File: src/efwa_pkg.sv
`default_nettype none

package efwa_pkg;

    // Field widths of the job and result beats.
    localparam int DUR_W  = 32;
    localparam int TIME_W = 48;
    localparam int WIDX_W = 4;

    // Worker-count configuration register.
    localparam int CFG_W = 5;
    localparam logic [CFG_W-1:0] ACTIVE_WORKERS_RESET = 5'd16;

    // One result beat.
    typedef struct packed {
        logic [WIDX_W-1:0] worker_index;
        logic [TIME_W-1:0] start_time;
    } t_result;

endpackage

`default_nettype wire

File: src/efwa_if.sv
`default_nettype none

// Job channel: one beat carries the duration of one job.
interface efwa_job_if
    import efwa_pkg::*;
();
    logic             valid;
    logic             ready;
    logic [DUR_W-1:0] job_duration;

    modport source (output valid, output job_duration, input ready);
    modport sink   (input valid, input job_duration, output ready);
endinterface

// Result channel: one beat per job, the chosen worker and its start time.
interface efwa_res_if
    import efwa_pkg::*;
();
    logic              valid;
    logic              ready;
    logic [WIDX_W-1:0] worker_index;
    logic [TIME_W-1:0] start_time;

    modport source (output valid, output worker_index, output start_time, input ready);
    modport sink   (input valid, input worker_index, input start_time, output ready);
endinterface

`default_nettype wire

File: src/earliest_free_worker_assigner.sv
// Earliest-free worker assigner. Each job beat is given to the active worker
// whose next-free time is smallest (lowest index on a tie); the result beat
// reports that worker and its free time as the job's start time, and the
// worker's free time then grows by the job duration, saturating at 2^48-1.
// The free times live in a small RAM that one comparator scans one entry per
// cycle, over the effective worker count (the register value, with zero
// taken as one and values above MAX_WORKERS taken as MAX_WORKERS). The
// result sits in an output register, and the next job can be accepted in
// the cycle after the write-back, so a new job is not taken before the last
// one is through; a previous result still waiting in the output register
// holds the write-back until it is taken. After reset a clearing pass over
// all MAX_WORKERS entries zeroes the RAM, and no job is accepted during it.
// Write active_workers only while idle.
`default_nettype none

module earliest_free_worker_assigner
    import efwa_pkg::*;
#(
    parameter int MAX_WORKERS = 16
) (
    input  wire logic             i_clk,
    input  wire logic             i_rst_n,
    input  wire logic             i_cfg_we,
    input  wire logic [CFG_W-1:0] i_cfg_wdata,
    efwa_job_if.sink              i_job,
    efwa_res_if.source            o_res
);

    localparam int CNT_W = $clog2(MAX_WORKERS + 1);

    logic [CFG_W-1:0] r_active_workers;
    logic [CNT_W-1:0] w_worker_count;
    t_result          w_res;

    // Worker-count register.
    always_ff @(posedge i_clk) begin
        if (!i_rst_n) begin
            r_active_workers <= ACTIVE_WORKERS_RESET;
        end else if (i_cfg_we) begin
            r_active_workers <= i_cfg_wdata;
        end
    end

    // Clamp the register to the range of workers that exist.
    always_comb begin
        if (r_active_workers == '0) begin
            w_worker_count = CNT_W'(1);
        end else if (32'(r_active_workers) > 32'(MAX_WORKERS)) begin
            w_worker_count = CNT_W'(MAX_WORKERS);
        end else begin
            w_worker_count = CNT_W'(r_active_workers);
        end
    end

    efwa_sched #(
        .MAX_WORKERS (MAX_WORKERS)
    ) u_sched (
        .i_clk          (i_clk),
        .i_rst_n        (i_rst_n),
        .i_worker_count (w_worker_count),
        .i_job_valid    (i_job.valid),
        .o_job_ready    (i_job.ready),
        .i_job_duration (i_job.job_duration),
        .o_res_valid    (o_res.valid),
        .i_res_ready    (o_res.ready),
        .o_res          (w_res)
    );

    assign o_res.worker_index = w_res.worker_index;
    assign o_res.start_time   = w_res.start_time;

endmodule

`default_nettype wire

File: src/efwa_ram.sv
`default_nettype none

// Simple dual-port RAM: one write port, one read port with registered data.
module efwa_ram #(
    parameter int WIDTH = 8,
    parameter int DEPTH = 16,
    parameter int AW    = (DEPTH > 1) ? $clog2(DEPTH) : 1
) (
    input  wire logic             i_clk,
    input  wire logic             i_we,
    input  wire logic [AW-1:0]    i_waddr,
    input  wire logic [WIDTH-1:0] i_wdata,
    input  wire logic [AW-1:0]    i_raddr,
    output logic      [WIDTH-1:0] o_rdata
);

    logic [WIDTH-1:0] r_mem [DEPTH];

    always_ff @(posedge i_clk) begin
        if (i_we) begin
            r_mem[i_waddr] <= i_wdata;
        end
        o_rdata <= r_mem[i_raddr];
    end

endmodule

`default_nettype wire

File: src/efwa_sched.sv
`default_nettype none

// Sequencer around one comparator and one saturating adder. It clears the
// free-time RAM after reset, then per job scans the active workers one per
// cycle, keeps the running minimum and writes back the updated free time.
module efwa_sched
    import efwa_pkg::*;
#(
    parameter int MAX_WORKERS = 16,
    parameter int IDX_W       = (MAX_WORKERS > 1) ? $clog2(MAX_WORKERS) : 1,
    parameter int CNT_W       = $clog2(MAX_WORKERS + 1)
) (
    input  wire logic             i_clk,
    input  wire logic             i_rst_n,
    input  wire logic [CNT_W-1:0] i_worker_count,
    input  wire logic             i_job_valid,
    output logic                  o_job_ready,
    input  wire logic [DUR_W-1:0] i_job_duration,
    output logic                  o_res_valid,
    input  wire logic             i_res_ready,
    output t_result               o_res
);

    localparam logic [2:0] ST_CLEAR  = 3'd0;
    localparam logic [2:0] ST_IDLE   = 3'd1;
    localparam logic [2:0] ST_SCAN   = 3'd2;
    localparam logic [2:0] ST_DRAIN  = 3'd3;
    localparam logic [2:0] ST_UPDATE = 3'd4;

    localparam logic [IDX_W-1:0] LAST_ENTRY = IDX_W'(MAX_WORKERS - 1);

    logic [2:0]        r_state, n_state;
    logic [IDX_W-1:0]  r_idx, n_idx;
    logic [IDX_W-1:0]  r_last, n_last;
    logic [DUR_W-1:0]  r_dur, n_dur;
    logic              r_dv, n_dv;
    logic [IDX_W-1:0]  r_didx, n_didx;
    logic [IDX_W-1:0]  r_best_idx, n_best_idx;
    logic [TIME_W-1:0] r_best_time, n_best_time;
    logic              r_out_valid, n_out_valid;
    t_result           r_out, n_out;

    logic              w_we;
    logic [IDX_W-1:0]  w_waddr;
    logic [TIME_W-1:0] w_wdata;
    logic [TIME_W-1:0] w_rdata;
    logic [TIME_W:0]   w_sum;
    logic [TIME_W-1:0] w_next_time;
    logic              w_take;
    logic              w_slot_free;

    // Free-time store, one entry per worker.
    efwa_ram #(
        .WIDTH (TIME_W),
        .DEPTH (MAX_WORKERS),
        .AW    (IDX_W)
    ) u_ram (
        .i_clk   (i_clk),
        .i_we    (w_we),
        .i_waddr (w_waddr),
        .i_wdata (w_wdata),
        .i_raddr (r_idx),
        .o_rdata (w_rdata)
    );

    // Shared comparator: the first worker always loads, later ones only if
    // strictly earlier, so ties keep the lowest index.
    assign w_take = r_dv && ((r_didx == '0) || (w_rdata < r_best_time));

    // Shared adder with saturation at the top of the time range.
    assign w_sum       = {1'b0, r_best_time} + (TIME_W + 1)'(r_dur);
    assign w_next_time = w_sum[TIME_W] ? {TIME_W{1'b1}} : w_sum[TIME_W-1:0];

    assign w_slot_free = !r_out_valid || i_res_ready;

    // RAM write port: zero during the clearing pass, else the winner's update.
    always_comb begin
        w_we    = 1'b0;
        w_waddr = r_idx;
        w_wdata = '0;
        if (r_state == ST_CLEAR) begin
            w_we = 1'b1;
        end else if (r_state == ST_UPDATE && w_slot_free) begin
            w_we    = 1'b1;
            w_waddr = r_best_idx;
            w_wdata = w_next_time;
        end
    end

    // Sequencer.
    always_comb begin
        n_state     = r_state;
        n_idx       = r_idx;
        n_last      = r_last;
        n_dur       = r_dur;
        n_dv        = r_dv;
        n_didx      = r_didx;
        n_best_idx  = r_best_idx;
        n_best_time = r_best_time;
        n_out_valid = r_out_valid;
        n_out       = r_out;

        if (r_out_valid && i_res_ready) begin
            n_out_valid = 1'b0;
        end

        if (w_take) begin
            n_best_idx  = r_didx;
            n_best_time = w_rdata;
        end

        case (r_state)
            ST_CLEAR: begin
                n_idx = r_idx + 1'b1;
                if (r_idx == LAST_ENTRY) begin
                    n_idx   = '0;
                    n_state = ST_IDLE;
                end
            end
            ST_IDLE: begin
                if (i_job_valid) begin
                    n_dur   = i_job_duration;
                    n_last  = IDX_W'(i_worker_count - 1'b1);
                    n_idx   = '0;
                    n_state = ST_SCAN;
                end
            end
            ST_SCAN: begin
                n_dv   = 1'b1;
                n_didx = r_idx;
                if (r_idx == r_last) begin
                    n_state = ST_DRAIN;
                end else begin
                    n_idx = r_idx + 1'b1;
                end
            end
            ST_DRAIN: begin
                n_dv    = 1'b0;
                n_state = ST_UPDATE;
            end
            ST_UPDATE: begin
                if (w_slot_free) begin
                    n_out_valid        = 1'b1;
                    n_out.worker_index = WIDX_W'(r_best_idx);
                    n_out.start_time   = r_best_time;
                    n_idx              = '0;
                    n_state            = ST_IDLE;
                end
            end
            default: begin
                n_state = ST_IDLE;
            end
        endcase
    end

    // Control registers.
    always_ff @(posedge i_clk) begin
        if (!i_rst_n) begin
            r_state     <= ST_CLEAR;
            r_idx       <= '0;
            r_dv        <= 1'b0;
            r_out_valid <= 1'b0;
        end else begin
            r_state     <= n_state;
            r_idx       <= n_idx;
            r_dv        <= n_dv;
            r_out_valid <= n_out_valid;
        end
    end

    // Payload registers.
    always_ff @(posedge i_clk) begin
        r_last      <= n_last;
        r_dur       <= n_dur;
        r_didx      <= n_didx;
        r_best_idx  <= n_best_idx;
        r_best_time <= n_best_time;
        r_out       <= n_out;
    end

    assign o_job_ready = (r_state == ST_IDLE);
    assign o_res_valid = r_out_valid;
    assign o_res       = r_out;

endmodule

`default_nettype wire

File: src/flat_wrapper.sv
// flat-port wrapper written by rule: the top's interface ports become plain ports
module earliest_free_worker_assigner_flat import efwa_pkg::*;
#(
    parameter int MAX_WORKERS = 16
)
  (i_clk, i_rst_n, i_cfg_we, i_cfg_wdata, i_job_valid, i_job_job_duration, i_job_ready, o_res_valid, o_res_worker_index, o_res_start_time, o_res_ready);
  efwa_job_if i_job_i ();
  efwa_res_if o_res_i ();
  input  wire logic i_clk;
  input  wire logic i_rst_n;
  input  wire logic i_cfg_we;
  input  wire logic [CFG_W-1:0] i_cfg_wdata;
  input wire logic [$bits(i_job_i.valid)-1:0] i_job_valid;
  input wire logic [$bits(i_job_i.job_duration)-1:0] i_job_job_duration;
  output wire logic [$bits(i_job_i.ready)-1:0] i_job_ready;
  output wire logic [$bits(o_res_i.valid)-1:0] o_res_valid;
  output wire logic [$bits(o_res_i.worker_index)-1:0] o_res_worker_index;
  output wire logic [$bits(o_res_i.start_time)-1:0] o_res_start_time;
  input wire logic [$bits(o_res_i.ready)-1:0] o_res_ready;
  assign i_job_i.valid = i_job_valid;
  assign i_job_i.job_duration = i_job_job_duration;
  assign i_job_ready = i_job_i.ready;
  assign o_res_valid = o_res_i.valid;
  assign o_res_worker_index = o_res_i.worker_index;
  assign o_res_start_time = o_res_i.start_time;
  assign o_res_i.ready = o_res_ready;
  earliest_free_worker_assigner #(.MAX_WORKERS(MAX_WORKERS)) u_core (.i_clk(i_clk), .i_rst_n(i_rst_n), .i_cfg_we(i_cfg_we), .i_cfg_wdata(i_cfg_wdata), .i_job(i_job_i), .o_res(o_res_i));
endmodule
File: config.mk
export PLATFORM = sky130hd
export DESIGN_NAME = earliest_free_worker_assigner_flat
export DESIGN_NICKNAME = d
export VERILOG_FILES = /design/src/efwa_pkg.sv /design/src/efwa_if.sv /design/src/earliest_free_worker_assigner.sv /design/src/efwa_ram.sv /design/src/efwa_sched.sv /design/src/flat_wrapper.sv
export SDC_FILE = /design/constraint.sdc
export NUM_CORES = 1
export LEC_CHECK = 0
export BUFFER_PORTS_ARGS = -buffer_cell sky130_fd_sc_hd__buf_4
export CORE_ASPECT_RATIO = 0.7
export CORE_MARGIN = 5
export CORE_UTILIZATION = 55
export CTS_BUF_LIST = sky130_fd_sc_hd__clkbuf_16
export CTS_CLUSTER_DIAMETER = 100
export DETAILED_ROUTE_END_ITERATION = 12
export GPL_ROUTABILITY_DRIVEN = 0
export MAX_ROUTING_LAYER = met4
export PLACE_DENSITY = 0.77
export SYNTH_ARGS = -nofsm -noshare
export SYNTH_HDL_FRONTEND = slang
export SYNTH_HIERARCHICAL = 1
export SYNTH_SLANG_ARGS = --single-unit
export TNS_END_PERCENT = 50
File: constraint.sdc
create_clock -name i_clk -period 9.3 [get_ports i_clk]
set_clock_uncertainty 0.05 [all_clocks]
set_input_delay 1.395 -clock i_clk [delete_from_list [all_inputs] [get_ports i_clk]]
set_output_delay 1.395 -clock i_clk [all_outputs]
set_load 0.005 [all_outputs]
# Word level (Yosys, flattened, before mapping)
# Memories as Yosys holds them, arrays and structs flattened. A register that Yosys moved wholly into a read port is not among the register bits.
# Cells that the tools add are included.
# op_classes
n_addsub	3
magnitude_cmp	2
eq_ne	11
mux	25
n_reduce_logical	15
# ops
operator	n
48-bit 2-to-1 mux	3
48-bit by 32-bit adder with 49-bit output	1
48-bit less-than comparator	1
4-bit 2-to-1 mux	8
4-bit case mux with 4 select lines	1
3-bit case mux with 5 select lines	1
3-bit 2-to-1 mux	4
2-bit != test, second input constant	4
4-bit AND reduction	2
1-bit 2-to-1 mux	7
3-bit by 2-bit equality test with 1-bit output, second input constant	2
5-bit greater-than comparator, second input constant	1
5-bit logical NOT	1
4-bit by 1-bit adder with 4-bit output, second input constant	1
4-bit equality test	1
4-bit equality test, second input constant	1
4-bit logical NOT	1
2-bit AND reduction	2
4-bit nonzero test	1
4-bit by 1-bit subtractor with 4-bit output, second input constant	1
3-bit by 1-bit equality test with 1-bit output, second input constant	1
3-bit equality test, second input constant	1
1-bit logical AND	3
3-bit logical NOT	1
5 further kinds	6
# word_totals
regBits	158
ramBits	768
in_bits	42
out_inout_bits	54
elab_cells	69
memories	1
# mem_list
name	depth	width	read_ports	rd_clocked_by_memory_dff	write_ports	line	text
u_core.u_sched.u_ram.r_mem	16	48	1	1	1	efwa_ram.sv:17	logic [WIDTH-1:0] r_mem [DEPTH];

# Longest topological paths before layout
# Gate-level depths: netlist of run 1.
# logic_depth
word_depth	7
ltp_mapped	11
ltp_nobuf	10

# By module
# The synthesis of run 1 kept the hierarchy.
# by_module_without_submodules
module	instances	cells_per_inst	area_per_inst_um2	seq_area_each_um2
efwa_ram	1	1242	29691.0	24023.0
efwa_sched	1	760	8565.7	4504.3
earliest_free_worker_assigner	1	23	221.5	100.1

# Least setup slack after synthesis of run 1
# OpenSTA, ideal clock, no wires.
# synth_path
path_type	input to register
from	in o_res_ready
to	mem u_core/u_sched/u_ram/r_mem[0][0] in the netlist's numbering, enable pin
setup_time_ps	513
t_arrival_ps	7009
required_ps	8737
path_slack_ps	1729
stages	7
n_path_buf	0
cell_sequence	nand2b_1 -> nand2_1 -> clkinv_1 -> nand2_1 -> nand2_1 -> or3b_2 -> nor3_1
# synth_via
word_cells_on_any_way	8
classes_between	6 x mux; 2 x reduce/logical
# synth_rtl
element	line	text
start, declared	flat_wrapper.sv:19	input wire logic [$bits(o_res_i.ready)-1:0] o_res_ready;
1-bit logical OR	efwa_sched.sv:74	assign w_slot_free = !r_out_valid || i_res_ready;
1-bit logical AND	efwa_sched.sv:83	end else if (r_state == ST_UPDATE && w_slot_free) begin
4-bit 2-to-1 mux	efwa_sched.sv:83	
4-bit 2-to-1 mux	efwa_sched.sv:81	if (r_state == ST_CLEAR) begin
via u_core.u_sched.w_waddr[2]	efwa_sched.sv:44	logic [IDX_W-1:0] w_waddr;
end, declared	efwa_ram.sv:17	
# The timed path passes the listed nets, and every way through them passes these cells.

# Worst setup path in the final report of run 1
# layout_path
from	in o_res_ready
to	mem u_core/u_sched/u_ram/r_mem[13][3] in the netlist's numbering, enable pin
# The elaborated chain is that of the path after synthesis.

==> results of run 1 <==
worst reg2reg max path, cell delays in order, from the launching register on:
cell	delay (ns)
dfxtp_1	0.52
nor3b_1	0.16
nand2_2	0.12
buf_4	0.63
clkinv_2	0.88
nand2_1	0.32
nand2_1	0.24
nand2b_1	0.43
nor2_4	0.83
buf_4	0.63
layout make-up:
type | count | area, um^2 | share of cell area, %
Multi-Input combinational cell | 901 | 9350 | 21.7
Timing Repair Buffer | 135 | 1040 | 2.41
Inverter | 61 | 230 | 0.534
Sequential cell | 974 | 28600 | 66.4
Clock inverter | 65 | 445 | 1.03
Clock buffer | 90 | 2250 | 5.23
Antenna cell | 1 | 2.50 | 0.00581
Tap cell | 913 | 1140 | 2.65
flip-flops by register name (all words and copies together), names as in the netlist:
signal                        count
u_core/u_sched/u_ram/r_mem      768
u_core/u_sched/o_res             52
u_core/u_sched/r_best_time       48
u_core/u_sched/u_ram/o_rdata     48
u_core/u_sched/r_dur             32
u_core/r_active_workers           5
u_core/u_sched/r_best_idx         4
u_core/u_sched/r_didx             4
u_core/u_sched/r_idx              4
u_core/u_sched/r_last             4
u_core/u_sched/r_state            3
u_core/u_sched/o_res_valid        1
u_core/u_sched/r_dv               1
power by group through the flow:
stage | combinational (W) | clock, W | sequential [W]
6_report | 0.000523 | 0.00343 | 0.00495
5_1_grt | 0.000565 | 0.00368 | 0.00496
4_1_cts | 0.000525 | 0.00348 | 0.00495
3_5_place_dp | 0.000518 | 0 | 0.00504
3_3_place_gp | 0.000506 | 0 | 0.00503
2_1_floorplan | 0.000372 | 0 | 0.00501
worst paths after layout:
check                              startpoint                                end  slack (ns)  cells past startpoint
max                               o_res_ready  u_core/u_sched/u_ram/r_mem[13][3]        3.77                     10
min          u_core/u_sched/u_ram/o_rdata[42]     u_core/u_sched/r_best_time[42]        0.37                      0
max reg2reg         u_core/u_sched/r_state[1]  u_core/u_sched/u_ram/r_mem[13][3]        4.10                      9
min reg2reg  u_core/u_sched/u_ram/o_rdata[42]     u_core/u_sched/r_best_time[42]        0.37                      0
metal layers:
metal | vias to the layer above | GRT usage [%]
met5 | - | -
met4 | 0 | 5.01
met3 | 143 | 5.27
met2 | 1152 | 35.1
met1 | 10600 | 35.6
li1 | 8519 | -
through the flow:
| step | total power (W) | cell area (um^2) |
|---|---|---|
| 3_3_place_gp | 0.00554 | 40400 |
| 3_5_place_dp | 0.00556 | 40400 |
| 2_1_floorplan | 0.00538 | 38500 |
| 4_1_cts | 0.00896 | 43100 |
| 5_1_grt | 0.00920 | 43100 |
| 6_report | 0.00890 | 43100 |
==> metrics, run 1 <==
CTS Buffer Depth=3; M1 wire length=36.7 mm; wire length on met3=9.99 mm; Die Ht=231 um; critical path's largest stage delay=0.85 ns; CP required=9.52 ns; Hold Violations, Final=0; CP endpoint kind=flip-flop; clk_lat worst skew=0.64 ns; DRC=0; status=complete, no violations; vias in the first global route=20400; core region area=69600 um^2; Top Ports=96; CP Max Fanout=51; Int Pwr=0.00701 W; most common cell after layout, fill and taps aside=edfxtp_1; Crit Path Category=in2reg; DR WL met2=39.8 mm; worst-path cell chain=buf_4, nand2b_1, nand2_2, buf_4, clkinv_2, nand2_1, nand2_1, nand2b_1, nor2_4, buf_4; total track usage=24.0%; post-CTS resize count=0; clock share of power=38.5%; top routing layer used=met4; first-pass GRT wire length=131 mm; starting density of the core=55.3%; sw frac=21.3%; DR iter-0 viols=2711; Post-CTS Setup Bufs=0; Top Family by Delay on Critical Path=buffers and inverters; Avg Cell Area, Syn=19.0 um^2; Routed Antenna Nets=0; nets@finish=2283; Area Overhead vs Synth=12.0%; share of layout cells above drive strength 1=21.8%; most frequent cells in the layout=edfxtp_1, mux4_2, buf_4, nand2_1, a22oi_1; CTS tree=built; Min Hold Slack=0.375 ns; leakage=13.9 nW; PwrDens=207 nW/um^2; sequential share of power=55.6%; vias per inst=6.51; Layout fillers=4708; Core Util, Final=61.9%; Post-Syn Area=38500 um^2; RSZ-0062 raised after global routing=false; Max-slew headroom=5.39%; Root Driver=clkbuf_16; Net Count, Synth=2148; largest net degree at the start of global routing=159; Syn. warnings=6; DIE WIDTH=326 um; Switching Power=0.00190 W; Placement Rows=81; initial antenna violation count=3; post-DR wirelength/cell=28.0 um; TritonCTS Buffers=86; Worst Hold Class=reg2reg; Slew Limit Fails=0; max_cap viols=0; via count=20500; Fmax=181 MHz; Final HPWL DP=48.8 mm; port bufs=95; CTS sink count=974; final period utilization=59.5%; Post-Route Setup TNS=0 ns; worst-case vdd ir drop=146 uV; hold buffers post-CTS=0; Crit path buffers/inverters=4; Cells after DPL=2984; Post-Place Setup Slack=3.22 ns; Final Critical Period=5.53 ns; final number of setup-violating endpoints=0; Total Wirelength=88.1 mm; Congestion Overflow GR=0; CTS H-tree depth=3; crit path max-delay cell type=clkinv_2; Synth Instances=2024; worst slew pin tran=1.42 ns; Comb pwr share=5.9%; Cell Count, Final, Fillers Out=3140; worst setup margin=3.77 ns; Data arrival, critical path=5.75 ns; die area=75400 um^2; Clock transition at path regs=0.07 ns; CP startpoint kind=primary input; drt pass-1 iters=5; most used cell, CP=buf_4
No activity file was read; power rests on OpenSTA's default activity.
==> run 2, diff against run 1 <==
--- a/config.mk
+++ b/config.mk
@@ -14,7 +14,7 @@
 export DETAILED_ROUTE_END_ITERATION = 12
 export GPL_ROUTABILITY_DRIVEN = 0
 export MAX_ROUTING_LAYER = met4
-export PLACE_DENSITY = 0.77
+export PLACE_DENSITY = 0.79
 export SYNTH_ARGS = -nofsm -noshare
 export SYNTH_HDL_FRONTEND = slang
 export SYNTH_HIERARCHICAL = 1
==> constraint.sdc (replaced) <==
create_clock -name i_clk -period 4.9 [get_ports i_clk]
set_clock_uncertainty 0.05 [all_clocks]
set_input_delay 0.735 -clock i_clk [delete_from_list [all_inputs] [get_ports i_clk]]
set_output_delay 0.735 -clock i_clk [all_outputs]
set_load 0.005 [all_outputs]
==> run 2 against run 1 <==
Critical path depth shrank 1. Combinational power increased by 95%. Register-to-register slack got worse by 3.6 ns. Clock-buffer cell count fell by 3.
==> metrics, run 2 (synthesized netlist as in run 1, its figures left out) <==
port bufs=95 (unchanged); Worst Hold Class=in2reg; total track usage=25.0% (+0.95 points); initial antenna violation count=0 (-3); Clock transition at path regs=0.07 ns (about the same); first-pass GRT wire length=135 mm (+2.6%); DRC=0 (unchanged); CTS tree=built; Data arrival, critical path=4.60 ns (-1.15 ns); max_cap viols=0 (unchanged); post-CTS resize count=0 (unchanged); Crit Path Category=reg2reg; CP startpoint kind=flip-flop; hold buffers post-CTS=0 (unchanged); via count=20600 (+0.83%); worst slew pin tran=1.33 ns (-0.0847 ns); CP endpoint kind=flip-flop; final period utilization=88.9%; status=complete, no violations; Max-slew headroom=11.0% (+5.6 points); share of layout cells above drive strength 1=22.0% (+0.12 points); worst reg2reg path depth=9 (unchanged); PwrDens=389 nW/um^2 (+88%); worst-case vdd ir drop=315 uV (+120%); Hold Path Cell Cnt=1 (+1); fin area=43400 um^2 (+0.65%); Slew Limit Fails=0 (unchanged); Hold Violations, Final=0 (unchanged); TritonCTS Buffers=86 (unchanged); die area=75400 um^2 (unchanged); Area Overhead vs Synth=12.7%; drt pass-1 iters=7 (+2); most common cell after layout, fill and taps aside=edfxtp_1; CTS H-tree depth=3 (unchanged); RSZ-0062 raised after global routing=false; most frequent cells in the layout=edfxtp_1, mux4_2, buf_4, nand2_1, a22oi_1; Root Driver=clkbuf_16; Final HPWL DP=50.3 mm (+3.1%); DIE WIDTH=326 um (unchanged); Fmax=230 MHz; post-DR wirelength/cell=29.1 um (+3.8%); ANT cells=0 (-1); CP required=5.14 ns (-4.38 ns); nets@finish=2295 (+0.53%); CTS sink count=974 (unchanged); Core Util, Final=62.3% (+0.40 points); core region area=69600 um^2 (unchanged); Post-CTS Setup Bufs=0 (unchanged); DR iter-0 viols=3000 (+11%); Placement Rows=81 (unchanged); max FFs per register=768 (unchanged); clk_lat worst skew=0.65 ns (about the same); Layout fillers=4635 (-1.6%); Final Critical Period=4.36 ns; Biggest register=u_core/u_sched/u_ram/r_mem; vias in the first global route=20500 (+0.52%); Die Ht=231 um (unchanged); Top Ports=96 (unchanged); Area after DPL=40700 um^2 (+0.77%); Routed Antenna Nets=0 (unchanged); CP Max Fanout=16 (-69%); starting density of the core=55.3% (unchanged); Total Wirelength=91.8 mm (+4.2%); CTS Buffer Depth=3 (unchanged); leakage=14.0 nW (+0.93%); vias per inst=6.54 (+0.38%); largest net degree at the start of global routing=164 (+3.1%); final number of setup-violating endpoints=0 (unchanged); Congestion Overflow GR=0 (unchanged)
==> run 2: worst paths after layout <==
path | to | slack [ns] | from
worst min register to register | u_core/u_sched/r_best_time[46] | 0.39 | u_core/u_sched/u_ram/o_rdata[46]
worst max-delay path | u_core/u_sched/u_ram/r_mem[11][18] | 0.54 | u_core/u_sched/r_best_time[0]
worst max register to register | u_core/u_sched/u_ram/r_mem[11][18] | 0.54 | u_core/u_sched/r_best_time[0]
worst min-delay path | u_core/u_sched/r_dur[1] | 0.21 | i_job_job_duration[1]
==> run 2: power breakdown <==
group / leakage [nW] / switching [W] / internal [W] / total, W
Clock: 1.42 / 0.00296 / 0.00351 / 0.00647
Combinational: 4.30 / 0.000553 / 0.000462 / 0.00102
Sequential: 8.28 / 0.000142 / 0.00926 / 0.00940
Total: 14.0 / 0.00365 / 0.0132 / 0.0169
==> run 2: critical path: stages, from the launching register on <==
cell      delay, ns
edfxtp_1       0.43
ha_1           0.25
fa_1           0.47
a211oi_2       0.30
o21ai_2        0.15
o21a_1         0.27
nor4b_1        0.78
o31ai_1        0.24
xnor2_1        0.18
a21oi_1        0.86
==> run 2: per-layer routing <==
| layer | routed length, um | global-route usage [%] | vias to the layer above |
|---|---|---|---|
| met1 | 35800 | 34.9 | 10600 |
| met4 | 2170 | 6.27 | 0 |
| met3 | 10900 | 6.14 | 162 |
| li1 | - | - | 8556 |
| met5 | 0 | - | - |
| met2 | 42900 | 37.8 | 1333 |
==> run 2: metrics by stage <==
step	setup TNS (ns)	setup WS [ns]	power [W]	cells	hold slack [ns]
finish	0	0.544	0.0169	3154	0.207
global route	0	0.249	0.0174	3154	0.186
CTS	0	0.383	0.0170	3154	0.175
detailed placement	0	0.436	0.0106	2996	0.374
global placement	0	0.699	0.0105	2996	0.370
floorplan	-326.19	-0.709	0.0102	2024	0.350
==> run 2: area by class of cell <==
| cell class | count | area (um^2) | area share, % |
|---|---|---|---|
| Timing Repair Buffer | 147 | 1330 | 3.06 |
| Clock buffer | 87 | 2180 | 5.02 |
| Inverter | 61 | 230 | 0.531 |
| Clock inverter | 71 | 494 | 1.14 |
| Sequential cell | 974 | 28600 | 66.0 |
| Multi-Input combinational cell | 901 | 9370 | 21.6 |
| Tap cell | 913 | 1140 | 2.63 |
